==> config.mk <==
export PLATFORM = sky130hd
export DESIGN_NAME = utf8_sanitizer
export DESIGN_NICKNAME = d
export VERILOG_FILES = /design/src/rtl/usan_pkg.sv /design/src/rtl/usan_front.sv /design/src/rtl/usan_back.sv /design/src/rtl/utf8_sanitizer.sv
export SDC_FILE = /design/constraint.sdc
export NUM_CORES = 1
export LEC_CHECK = 0
export ABC_CLOCK_PERIOD_IN_PS = 12000
export BUFFER_PORTS_ARGS = -buffer_cell sky130_fd_sc_hd__buf_2
export CORE_MARGIN = 5
export CORE_UTILIZATION = 24
export CTS_CLUSTER_DIAMETER = 40
export DETAILED_ROUTE_END_ITERATION = 16
export PLACE_DENSITY_LB_ADDON = 0.12
export SLEW_MARGIN = 10
export SYNTH_ARGS = -nofsm -noshare
export SYNTH_HDL_FRONTEND = slang
export SYNTH_SLANG_ARGS = --single-unit
==> constraint.sdc <==
create_clock -name clock -period 12 [get_ports clock]
set_clock_uncertainty 0.2 [all_clocks]
set_input_delay 0.6 -clock clock [delete_from_list [all_inputs] [get_ports clock]]
set_output_delay 0.6 -clock clock [all_outputs]
set_load 0.02 [all_outputs]
==> src/rtl/usan_pkg.sv <==
// Package for the UTF-8 sanitizer: payload structs, byte classes and constants.
// No dependencies; used by usan_front, usan_back and utf8_sanitizer.
`timescale 1ns / 1ps
package usan_pkg;

   typedef struct packed {
      logic [7:0] in_byte;
      logic       in_last;
   } req_type;

   typedef struct packed {
      logic [7:0] out_byte;
      logic       out_run_end;
      logic       out_stream_end;
   } rsp_type;

   // class of a raw byte, as lead and as follower
   typedef enum logic [2:0] {
      CL_ASCII,
      CL_LEAD2,
      CL_LEAD3,
      CL_LEAD4,
      CL_CONT,
      CL_INVALID
   } cls_type;

   typedef struct packed {
      logic [7:0] data;
      cls_type    cls;
   } slot_type;

   // entry of the queue between front and back
   typedef struct packed {
      slot_type slot;
      logic     last;
   } qent_type;

   localparam logic [7:0] BYTE_80   = 8'h80;
   localparam logic [7:0] BYTE_C0   = 8'hC0;
   localparam logic [7:0] BYTE_C2   = 8'hC2;
   localparam logic [7:0] BYTE_DF   = 8'hDF;
   localparam logic [7:0] BYTE_E0   = 8'hE0;
   localparam logic [7:0] BYTE_ED   = 8'hED;
   localparam logic [7:0] BYTE_EF   = 8'hEF;
   localparam logic [7:0] BYTE_F0   = 8'hF0;
   localparam logic [7:0] BYTE_F4   = 8'hF4;
   localparam logic [7:0] BYTE_A0   = 8'hA0;
   localparam logic [7:0] BYTE_90   = 8'h90;

   // U+FFFD in UTF-8
   localparam logic [7:0] REPL_B0   = 8'hEF;
   localparam logic [7:0] REPL_B1   = 8'hBF;
   localparam logic [7:0] REPL_B2   = 8'hBD;

endpackage

==> src/rtl/usan_front.sv <==
// Front of the UTF-8 sanitizer: takes request bytes, classifies them and
// queues them in a two-entry FIFO for the back end. Depends on usan_pkg.
`timescale 1ns / 1ps
module usan_front import usan_pkg::*; (
   input  logic     clock,
   input  logic     reset,
   input  logic     req_valid,
   output logic     req_ready,
   input  req_type  req_data,
   output logic     q_valid,
   output qent_type q_data,
   input  logic     q_pop
);

   function automatic cls_type classify(input logic [7:0] b);
      cls_type c;
      if (b < BYTE_80) begin
         c = CL_ASCII;
      end else if ((b & BYTE_C0) == BYTE_80) begin
         c = CL_CONT;
      end else if (b >= BYTE_C2 && b <= BYTE_DF) begin
         c = CL_LEAD2;
      end else if (b >= BYTE_E0 && b <= BYTE_EF) begin
         c = CL_LEAD3;
      end else if (b >= BYTE_F0 && b <= BYTE_F4) begin
         c = CL_LEAD4;
      end else begin
         c = CL_INVALID;
      end
      return c;
   endfunction

   qent_type   mem_ff [2];
   logic       wr_ff, wr_in;
   logic       rd_ff, rd_in;
   logic [1:0] cnt_ff, cnt_in;
   logic       push;
   logic       pop;
   qent_type   ent;

   assign req_ready = (cnt_ff != 2'd2);
   assign push      = req_valid && req_ready;
   assign q_valid   = (cnt_ff != 2'd0);
   assign pop       = q_pop && q_valid;
   assign q_data    = mem_ff[rd_ff];

   always_comb begin
      ent.slot.data = req_data.in_byte;
      ent.slot.cls  = classify(req_data.in_byte);
      ent.last      = req_data.in_last;
      wr_in  = push ? ~wr_ff : wr_ff;
      rd_in  = pop ? ~rd_ff : rd_ff;
      cnt_in = cnt_ff + {1'b0, push} - {1'b0, pop};
   end

   always_ff @(posedge clock) begin
      if (reset) begin
         wr_ff  <= 1'b0;
         rd_ff  <= 1'b0;
         cnt_ff <= 2'd0;
      end else begin
         wr_ff  <= wr_in;
         rd_ff  <= rd_in;
         cnt_ff <= cnt_in;
      end
      if (push) begin
         mem_ff[wr_ff] <= ent;
      end
   end

endmodule

==> src/rtl/usan_back.sv <==
// Back end of the UTF-8 sanitizer: holds undecided bytes, decides each
// sequence and emits one response byte per cycle while the receiver accepts them. Depends on usan_pkg.
`timescale 1ns / 1ps
module usan_back import usan_pkg::*; (
   input  logic     clock,
   input  logic     reset,
   input  logic     q_valid,
   input  qent_type q_data,
   output logic     q_pop,
   output logic     rsp_valid,
   input  logic     rsp_ready,
   output rsp_type  rsp_data
);

   typedef enum logic [1:0] {
      ST_IDLE,
      ST_CHAIN,
      ST_EMIT
   } state_type;

   typedef struct packed {
      logic       emit;
      logic       repl;
      logic [2:0] len;
   } dec_type;

   function automatic logic [2:0] len_of(input cls_type c);
      logic [2:0] l;
      unique case (c)
         CL_ASCII: l = 3'd1;
         CL_LEAD2: l = 3'd2;
         CL_LEAD3: l = 3'd3;
         CL_LEAD4: l = 3'd4;
         default:  l = 3'd0;
      endcase
      return l;
   endfunction

   function automatic logic second_ok(input logic [7:0] b0, input logic [7:0] b1);
      logic ok;
      ok = 1'b1;
      if (b0 == BYTE_E0 && b1 < BYTE_A0) ok = 1'b0;
      if (b0 == BYTE_ED && b1 >= BYTE_A0) ok = 1'b0;
      if (b0 == BYTE_F0 && b1 < BYTE_90) ok = 1'b0;
      if (b0 == BYTE_F4 && b1 >= BYTE_90) ok = 1'b0;
      return ok;
   endfunction

   function automatic dec_type decide(input slot_type [3:0] s, input logic [2:0] n,
                                      input logic last);
      dec_type    d;
      logic [2:0] need;
      logic       bad;
      d.emit = 1'b0;
      d.repl = 1'b0;
      d.len  = 3'd1;
      need   = len_of(s[0].cls);
      bad    = 1'b0;
      for (int k = 1; k < 4; k++) begin
         if (3'(k) < need && 3'(k) < n && s[k].cls != CL_CONT) bad = 1'b1;
      end
      if (n != 3'd0) begin
         if (need == 3'd0 || bad) begin
            d.emit = 1'b1;
            d.repl = 1'b1;
         end else if (n >= need) begin
            d.emit = 1'b1;
            if (need >= 3'd3 && !second_ok(s[0].data, s[1].data)) begin
               d.repl = 1'b1;
            end else begin
               d.len = need;
            end
         end else if (last) begin
            d.emit = 1'b1;
            d.repl = 1'b1;
         end
      end
      return d;
   endfunction

   function automatic slot_type [3:0] shift(input slot_type [3:0] s, input logic [2:0] sh);
      slot_type [3:0] r;
      int             j;
      r = '0;
      for (int i = 0; i < 4; i++) begin
         j = i + int'(sh);
         if (j < 4) r[i] = s[j];
      end
      return r;
   endfunction

   function automatic logic [7:0] repl_byte(input logic [1:0] idx);
      logic [7:0] b;
      case (idx)
         2'd0:    b = REPL_B0;
         2'd1:    b = REPL_B1;
         default: b = REPL_B2;
      endcase
      return b;
   endfunction

   state_type      state_ff, state_in;
   slot_type [3:0] buf_ff, buf_in;
   logic [2:0]     n_ff, n_in;
   logic           last_ff, last_in;
   logic           repl_ff, repl_in;
   logic [1:0]     lidx_ff, lidx_in;
   logic [1:0]     idx_ff, idx_in;
   logic           more_ff, more_in;
   logic           rsp_valid_ff, rsp_valid_in;
   rsp_type        rsp_data_ff, rsp_data_in;

   slot_type [3:0] wb, rb, eb;
   logic [2:0]     wn, rn, cons_d, cons_e;
   logic           wl;
   dec_type        d, d2;
   logic           more;
   logic           space;
   logic           deciding;

   assign rsp_valid = rsp_valid_ff;
   assign rsp_data  = rsp_data_ff;
   assign space     = !rsp_valid_ff || rsp_ready;

   always_comb begin
      // working buffer: held bytes plus the queued byte, or the stored remainder
      wb = buf_ff;
      wn = n_ff;
      wl = last_ff;
      if (state_ff == ST_IDLE) begin
         for (int i = 0; i < 4; i++) begin
            if (3'(i) == n_ff) wb[i] = q_data.slot;
         end
         wn = n_ff + 3'd1;
         wl = q_data.last;
      end
      d      = decide(wb, wn, wl);
      cons_d = d.repl ? 3'd1 : d.len;
      rb     = shift(wb, cons_d);
      rn     = wn - cons_d;
      d2     = decide(rb, rn, wl);
      more   = d2.emit;
      cons_e = repl_ff ? 3'd1 : ({1'b0, lidx_ff} + 3'd1);
      eb     = shift(buf_ff, cons_e);

      deciding = space && ((state_ff == ST_IDLE && q_valid) || state_ff == ST_CHAIN);
      q_pop    = space && state_ff == ST_IDLE && q_valid;

      state_in     = state_ff;
      buf_in       = buf_ff;
      n_in         = n_ff;
      last_in      = last_ff;
      repl_in      = repl_ff;
      lidx_in      = lidx_ff;
      idx_in       = idx_ff;
      more_in      = more_ff;
      rsp_valid_in = rsp_valid_ff && !rsp_ready;
      rsp_data_in  = rsp_data_ff;

      if (deciding) begin
         last_in = wl;
         if (!d.emit) begin
            buf_in   = wb;
            n_in     = wn;
            state_in = ST_IDLE;
         end else begin
            rsp_valid_in         = 1'b1;
            rsp_data_in.out_byte = d.repl ? REPL_B0 : wb[0].data;
            if (!d.repl && d.len == 3'd1) begin
               rsp_data_in.out_run_end    = !more;
               rsp_data_in.out_stream_end = !more && wl;
               buf_in   = rb;
               n_in     = rn;
               state_in = more ? ST_CHAIN : ST_IDLE;
            end else begin
               rsp_data_in.out_run_end    = 1'b0;
               rsp_data_in.out_stream_end = 1'b0;
               buf_in   = wb;
               n_in     = wn;
               repl_in  = d.repl;
               lidx_in  = d.repl ? 2'd2 : 2'(d.len - 3'd1);
               idx_in   = 2'd1;
               more_in  = more;
               state_in = ST_EMIT;
            end
         end
      end else if (state_ff == ST_EMIT && space) begin
         rsp_valid_in         = 1'b1;
         rsp_data_in.out_byte = repl_ff ? repl_byte(idx_ff) : buf_ff[idx_ff].data;
         if (idx_ff == lidx_ff) begin
            rsp_data_in.out_run_end    = !more_ff;
            rsp_data_in.out_stream_end = !more_ff && last_ff;
            buf_in   = eb;
            n_in     = n_ff - cons_e;
            state_in = more_ff ? ST_CHAIN : ST_IDLE;
         end else begin
            rsp_data_in.out_run_end    = 1'b0;
            rsp_data_in.out_stream_end = 1'b0;
            idx_in = idx_ff + 2'd1;
         end
      end
   end

   always_ff @(posedge clock) begin
      if (reset) begin
         state_ff     <= ST_IDLE;
         n_ff         <= 3'd0;
         rsp_valid_ff <= 1'b0;
      end else begin
         state_ff     <= state_in;
         n_ff         <= n_in;
         rsp_valid_ff <= rsp_valid_in;
      end
      buf_ff      <= buf_in;
      last_ff     <= last_in;
      repl_ff     <= repl_in;
      lidx_ff     <= lidx_in;
      idx_ff      <= idx_in;
      more_ff     <= more_in;
      rsp_data_ff <= rsp_data_in;
   end

endmodule

==> src/rtl/utf8_sanitizer.sv <==
// UTF-8 sanitizer top level: request byte stream in, cleaned byte stream out.
// Depends on usan_pkg, usan_front and usan_back.
//
// Requests (req_valid/req_ready/req_data) carry one raw byte and a flag that
// marks the last byte of a buffer. Responses (rsp_valid/rsp_ready/rsp_data)
// carry one output byte each; out_run_end marks the last byte released by a
// request and out_stream_end the last byte of the buffer. Malformed input is
// replaced by EF BF BD, one replacement per dropped byte.
// A request may release nothing (bytes held for an incomplete sequence) or up
// to twelve bytes (end of buffer flushing held bytes).
// A request byte passes through the queue and then the response register before
// its first response byte is valid. The back end emits one byte per cycle while
// rsp_ready allows; a replaced byte yields three output bytes.
// A two-entry queue separates classification from emission, so requests keep
// flowing while the back end works or the receiver stalls; when the receiver
// holds rsp_ready low the response register holds its byte and the queue
// fills, then req_ready drops.
// Reset empties the queue, the held bytes and the response register.
`timescale 1ns / 1ps
module utf8_sanitizer import usan_pkg::*; (
   input  logic    clock,
   input  logic    reset,
   input  logic    req_valid,
   output logic    req_ready,
   input  req_type req_data,
   output logic    rsp_valid,
   input  logic    rsp_ready,
   output rsp_type rsp_data
);

   logic     q_valid;
   logic     q_pop;
   qent_type q_data;

   usan_front u_front (
      .clock     (clock),
      .reset     (reset),
      .req_valid (req_valid),
      .req_ready (req_ready),
      .req_data  (req_data),
      .q_valid   (q_valid),
      .q_data    (q_data),
      .q_pop     (q_pop)
   );

   usan_back u_back (
      .clock     (clock),
      .reset     (reset),
      .q_valid   (q_valid),
      .q_data    (q_data),
      .q_pop     (q_pop),
      .rsp_valid (rsp_valid),
      .rsp_ready (rsp_ready),
      .rsp_data  (rsp_data)
   );

endmodule
==> Yosys cells after proc, flatten, opt, wreduce, memory -nomap -nowiden <==
Memory sizes are Yosys's and may differ from the RTL's. A register that Yosys moved wholly into a read port is not among the register bits.
Cells that the tools add are included.
{ "totals": {"ramBits": 24, "out_inout_bits": 12, "input_bits": 13, "memories": 1, "wordCells": 304, "ff_bits": 71} }
{ "op_classes": {"n_mux": 120, "addsub": 14, "eq_ne": 33, "n_lt_le_gt_ge": 48, "reduce_logical": 63, "bitwise": 3} }
{ "memory_table": {"columns": ["memory", "words", "word_bits", "rd", "rd_clocked_by_memory_dff", "wr", "line", "source"], "rows": [
  ["u_front.mem_ff", 2, 12, 1, 1, 1, "usan_front.sv:33", "qent_type mem_ff [2];"]
]} }
{ "op_table": {"columns": ["op", "count"], "rows": [
  ["32-bit by 4-bit less-than comparator with 1-bit output, second input constant", 12],
  ["11-bit two-way mux", 27],
  ["44-bit two-way mux", 6],
  ["11-bit binary-select mux with 2-bit select", 9],
  ["8-bit == test, second input constant", 8],
  ["3-bit two-way mux", 19],
  ["8-bit greater-or-equal comparator, second input constant", 7],
  ["8-bit less-than comparator, second input constant", 5],
  ["1-bit logical AND", 36],
  ["2-bit two-way mux", 17],
  ["1-bit two-way mux", 32],
  ["10-bit two-way mux", 3],
  ["8-bit <= comparator, second input constant", 3],
  ["2-bit by 3-bit less-than comparator with 1-bit output, first input constant", 8],
  ["3-bit one-hot mux with 4 select lines", 2],
  ["3-bit != test, second input constant", 6],
  ["2-bit by 3-bit adder with 4-bit output, first input constant", 4],
  ["8-bit two-way mux", 2],
  ["3-bit logical NOT", 5],
  ["7-bit one-hot mux with 2 select lines", 1],
  ["3-bit by 2-bit == test with 1-bit output, second input constant", 4],
  ["1-bit by 3-bit less-than comparator with 1-bit output, first input constant", 4],
  ["3-bit less-than comparator, second input constant", 4],
  ["5-bit two-way mux", 2],
  ["other kinds (28)", 55]
]} }

==> Depth between registers and ports, before layout <==
{ "depth": {"word_depth": 46, "depth_mapped": 28, "ltp_nobuf": 23} }

==> Hierarchy <==
From an unflattened synthesis, not the netlist that was laid out.
{ "hier_totals": {"hier_cells": 876, "hier_area_um2": 8215.4} }
{ "modules_own_cells": {"columns": ["mod", "instances", "area_per_inst_um2", "seq_area_each_um2", "cells_per_inst"], "rows": [
  ["usan_back", 1, 7054.3, 1951.9, 804],
  ["usan_front", 1, 1161.1, 820.8, 72]
]} }

==> Worst setup path before layout <==
OpenSTA, ideal clock, no wires.
{ "synth_timing": {"kind": "reg2reg", "startpoint": "register u_back.n_ff[0]", "endpoint": "register u_back.rsp_data_ff (netlist bit u_back.rsp_data[0]), data pin", "path_stages_with_launch": 29, "period_less_slack_ps": 6065, "arrival_time_ps": 5700, "t_required_ps": 11635, "path_slack_ps": 5935, "setup_time_ps": 165, "path_cell_list": "dfxtp_1 > inv_1 > ha_1 > nor4b_4 > buf_2 > buf_2 > nor2_1 > a21oi_1 > nor2_1 > o21ai_0 > ha_1 > a21o_1 > a21oi_1 > a221o_1 > buf_4 > or2_4 > buf_2 > buf_1 > ha_1 > inv_1 > fa_1 > xnor2_1 > xnor2_2 > inv_1 > ha_1 > a211oi_1 > a32o_1 > o21ai_2 > o31ai_2"} }
{ "synth_rtl": {"columns": ["element", "line", "source"], "rows": [
  ["from (decl)", "usan_back.sv:104", "logic [2:0] n_ff, n_in;"],
  ["from (signal assigned)", "usan_back.sv:211", "n_ff <= n_in;"],
  ["to (signal assigned)", "usan_back.sv:220", "rsp_data_ff <= rsp_data_in;"],
  ["to (decl)", "usan_back.sv:111", "rsp_type rsp_data_ff, rsp_data_in;"]
]} }

==> metrics.yaml <==
clock_tree:
  cts_buffer_depth: 2
  post_cts_buffers: 0
  cts_sinks: 96
  clkLatencyLatePin_ps: 360
  cts_tree: "done"
  clock-root-buffer: "clkbuf_16"
  cts_resized: 0
  cts_htree_levels: 3
  cts_made_buffers: 9
  clk_pin_slew_ps: 80
  cts_hold_buf: 0
timing:
  maxSlewViolCount: 0
  rsz0062_at_grt: "no"
  timing.final.crit_period_ps: 7390
  setup_violations: 0
  worst_slew_pin_slew_ps: 1090
  fmax_mhz: 135
  hold_ws_ps: 234
  timing.slew.headroom: 0.270
  hold_viol: 0
  fin_crit_sh: 0.616
  setup_tns_ps: 0
final_layout:
  fin_area_mm2: 0.00879
  fill_cells: 3519
  layout-drive-gt1-share: 0.148
  antenna_cells: 0
  area_growth_syn_to_layout_pct: 10.2
  final_nets: 885
floorplanning:
  die_w_um: 192
  die_y_um: 192
  die_area_mm2: 0.0370
  rows: 66
  io_pins: 25
  initial_core_util: 0.244
  core_area_mm2: 0.0327
synthesis:
  synth_edf_count: 85
  ys_ff_latch: 96
  ys_seq_area_frac: 0.348
  yosysWarnings: 0
  syn-num-nets: 900
  synth_area_mm2: 0.00798
  synth_cell_type_count: 77
  netlist_instances: 859
  syn_area_per_cell_um2: 9.29
  async_flop_share: 0
  synthFlopType: "edfxtp_1"
setup_path:
  crit_fanout: 28
  cp.required_ps: 11920
  cp.arrival_ps: 7310
  end_kind: "flip-flop"
  critPathKind: "flip-flop to flip-flop"
  cp-start-kind: "flip-flop"
detailed_routing:
  vias_per_cell: 5.32
  drc: 0
  routed_wirelength_um: 29200
  via_count: 6869
  drtPass1Iterations: 5
  first_iter_violations: 567
  drtAntennaViolNets: 0
  wire_per_inst_um: 22.6
global_routing:
  antenna_found_initial: 0
  grt_pass1_wl_um: 44000
  use_met3: 0.0199
  top_usage_layer: "met2"
  met2_usage: 0.245
  grt_util_all_layers: 0.159
  grt_use_met1: 0.236
  overflow: 0
  grt_pass1_vias: 6633
  grt_max_degree: 52
hold_path:
  hp-class: "primary input to flip-flop"
placed_design:
  place.gp.congestion: 0.877
  portBuffers: 24
  detailed_place.area_mm2: 0.00849
  hpwl_um: 20100
job:
  maxCapViolCount: 0
status:
  status: "finished clean"
final cells by class:
type,instances,area [um2],area share
inverters,35,133,0.0151
flip-flops and latches,96,2770,0.315
multi-input cells,658,4760,0.542
repair buffers,44,270,0.0307
well taps,442,553,0.0629
clock buffers,10,229,0.0260
clock inverters,6,72.6,0.00825
layer usage:
layer | vias to the layer above | wire, um
met5 | - | 0
met4 | 0 | 660
met3 | 40 | 1110
met2 | 193 | 12900
met1 | 3393 | 14500
li1 | 3243 | -
final timing paths:
kind / startpoint / endpoint / slack [ps] / depth (start not counted)
worst max-delay path: u_back.n_ff[0] / u_back.rsp_data[1] / 4610 / 21
worst min register to register: u_front.rd_ff / u_front.rd_ff / 320 / 2
worst max register to register: u_back.n_ff[0] / u_back.rsp_data[1] / 4610 / 21
worst min-delay path: req_data[0] / u_front.mem_ff[0][0] / 230 / 1
cell usage in the layout, fill, tap and decap left out, types with 4 or more instances in the layout:
cell,netlist,layout
nand2_1,96,95
nor3_1,20,20
edfxtp_1,85,85
or3_1,4,4
clkbuf_16,0,9
a21oi_1,63,62
nand3_1,14,14
inv_1,32,32
mux2_2,11,11
a211oi_1,22,22
o21ai_1,28,28
o211ai_1,19,19
a2111oi_0,14,14
mux4_2,30,30
o22ai_1,13,13
buf_2,18,24
buf_4,6,20
o21ai_0,36,36
nand2b_1,10,9
ha_1,26,26
and3_1,6,6
a21o_1,9,9
inv_6,0,4
mux2i_1,39,39
a31oi_1,19,19
a32o_1,10,10
nor2_1,81,79
xnor2_1,11,11
dfxtp_1,11,11
through the flow:
step | worst slack, ps | util | cells
6_report | 4610 | 0.269 | 1291
5_1_grt | 3950 | 0.269 | 1291
4_1_cts | 4640 | 0.269 | 1291
3_5_place_dp | 4670 | 0.260 | 1275
3_3_place_gp | 4690 | 0.260 | 1275
2_1_floorplan | 5940 | - | 859
registers in the layout (all words and copies together) (netlist names), named ones only:
| register | cells |
|---|---|
| u_back.lidx_ff | 2 |
| u_back.idx_ff | 2 |
| u_front.cnt_ff | 2 |
| u_back.state_ff | 2 |
| u_front.rd_ff | 1 |
| u_front.mem_ff | 24 |
| u_back.more_ff | 1 |
| u_back.rsp_valid | 1 |
| u_back.last_ff | 1 |
| u_back.buf_ff | 44 |
| u_back.n_ff | 3 |
| u_back.repl_ff | 1 |
| u_back.rsp_data | 10 |
| u_front.wr_ff | 1 |
cells in the mapped netlist, drive strengths merged, types with 4 or more instances:
cell type  number  share of area
a2111oi        14          0.015
a211oi         22          0.021
a21o            9         0.0085
a21oi          64          0.041
a31oi          19          0.015
a32o           10          0.013
and3            6         0.0047
buf            32          0.024
clkbuf         38          0.018
dfxtp          11          0.028
edfxtp         85           0.32
ha             26          0.041
inv            33          0.016
mux2           13          0.019
mux2i          39          0.049
mux4           30          0.085
nand2          96          0.045
nand2b         10         0.0078
nand3          14         0.0088
nor2           81          0.038
nor3           21          0.015
nor3b           4         0.0044
nor4b           5          0.010
o211ai         19          0.018
o21ai          65          0.041
o22ai          13          0.010
o311ai          5         0.0055
or3             4         0.0031
xnor2          12          0.014
critical path, cell delays in order (launching register included):
cell      delay [ps]
dfxtp_1          390
inv_1            170
ha_1             180
nor4b_4          200
buf_4            360
nor2_1            80
a21oi_1          450
nor2_1            70
o21ai_0          610
ha_1             360
a21o_1           150
a21oi_1          200
a221o_1          550
or2_4            420
ha_1             760
inv_1            550
or4_1            630
o211a_1          160
nand4b_1         120
a31oi_1          110
o21ai_2          290
o21bai_1         100
kinds of logic (layout without fill, tap and decap cells):
family	Yosys count	in the layout	synth area share
compound gates	270	270	0.221
xor+xnor	14	14	0.0163
fa+ha+maj	28	28	0.0458
buf+inv	105	95	0.0580
flops	96	96	0.348
mux	82	82	0.153
simple gates	264	264	0.158
Power is not shown: default switching activity piles up to over one toggle a cycle in this logic, so the estimate is an artifact.
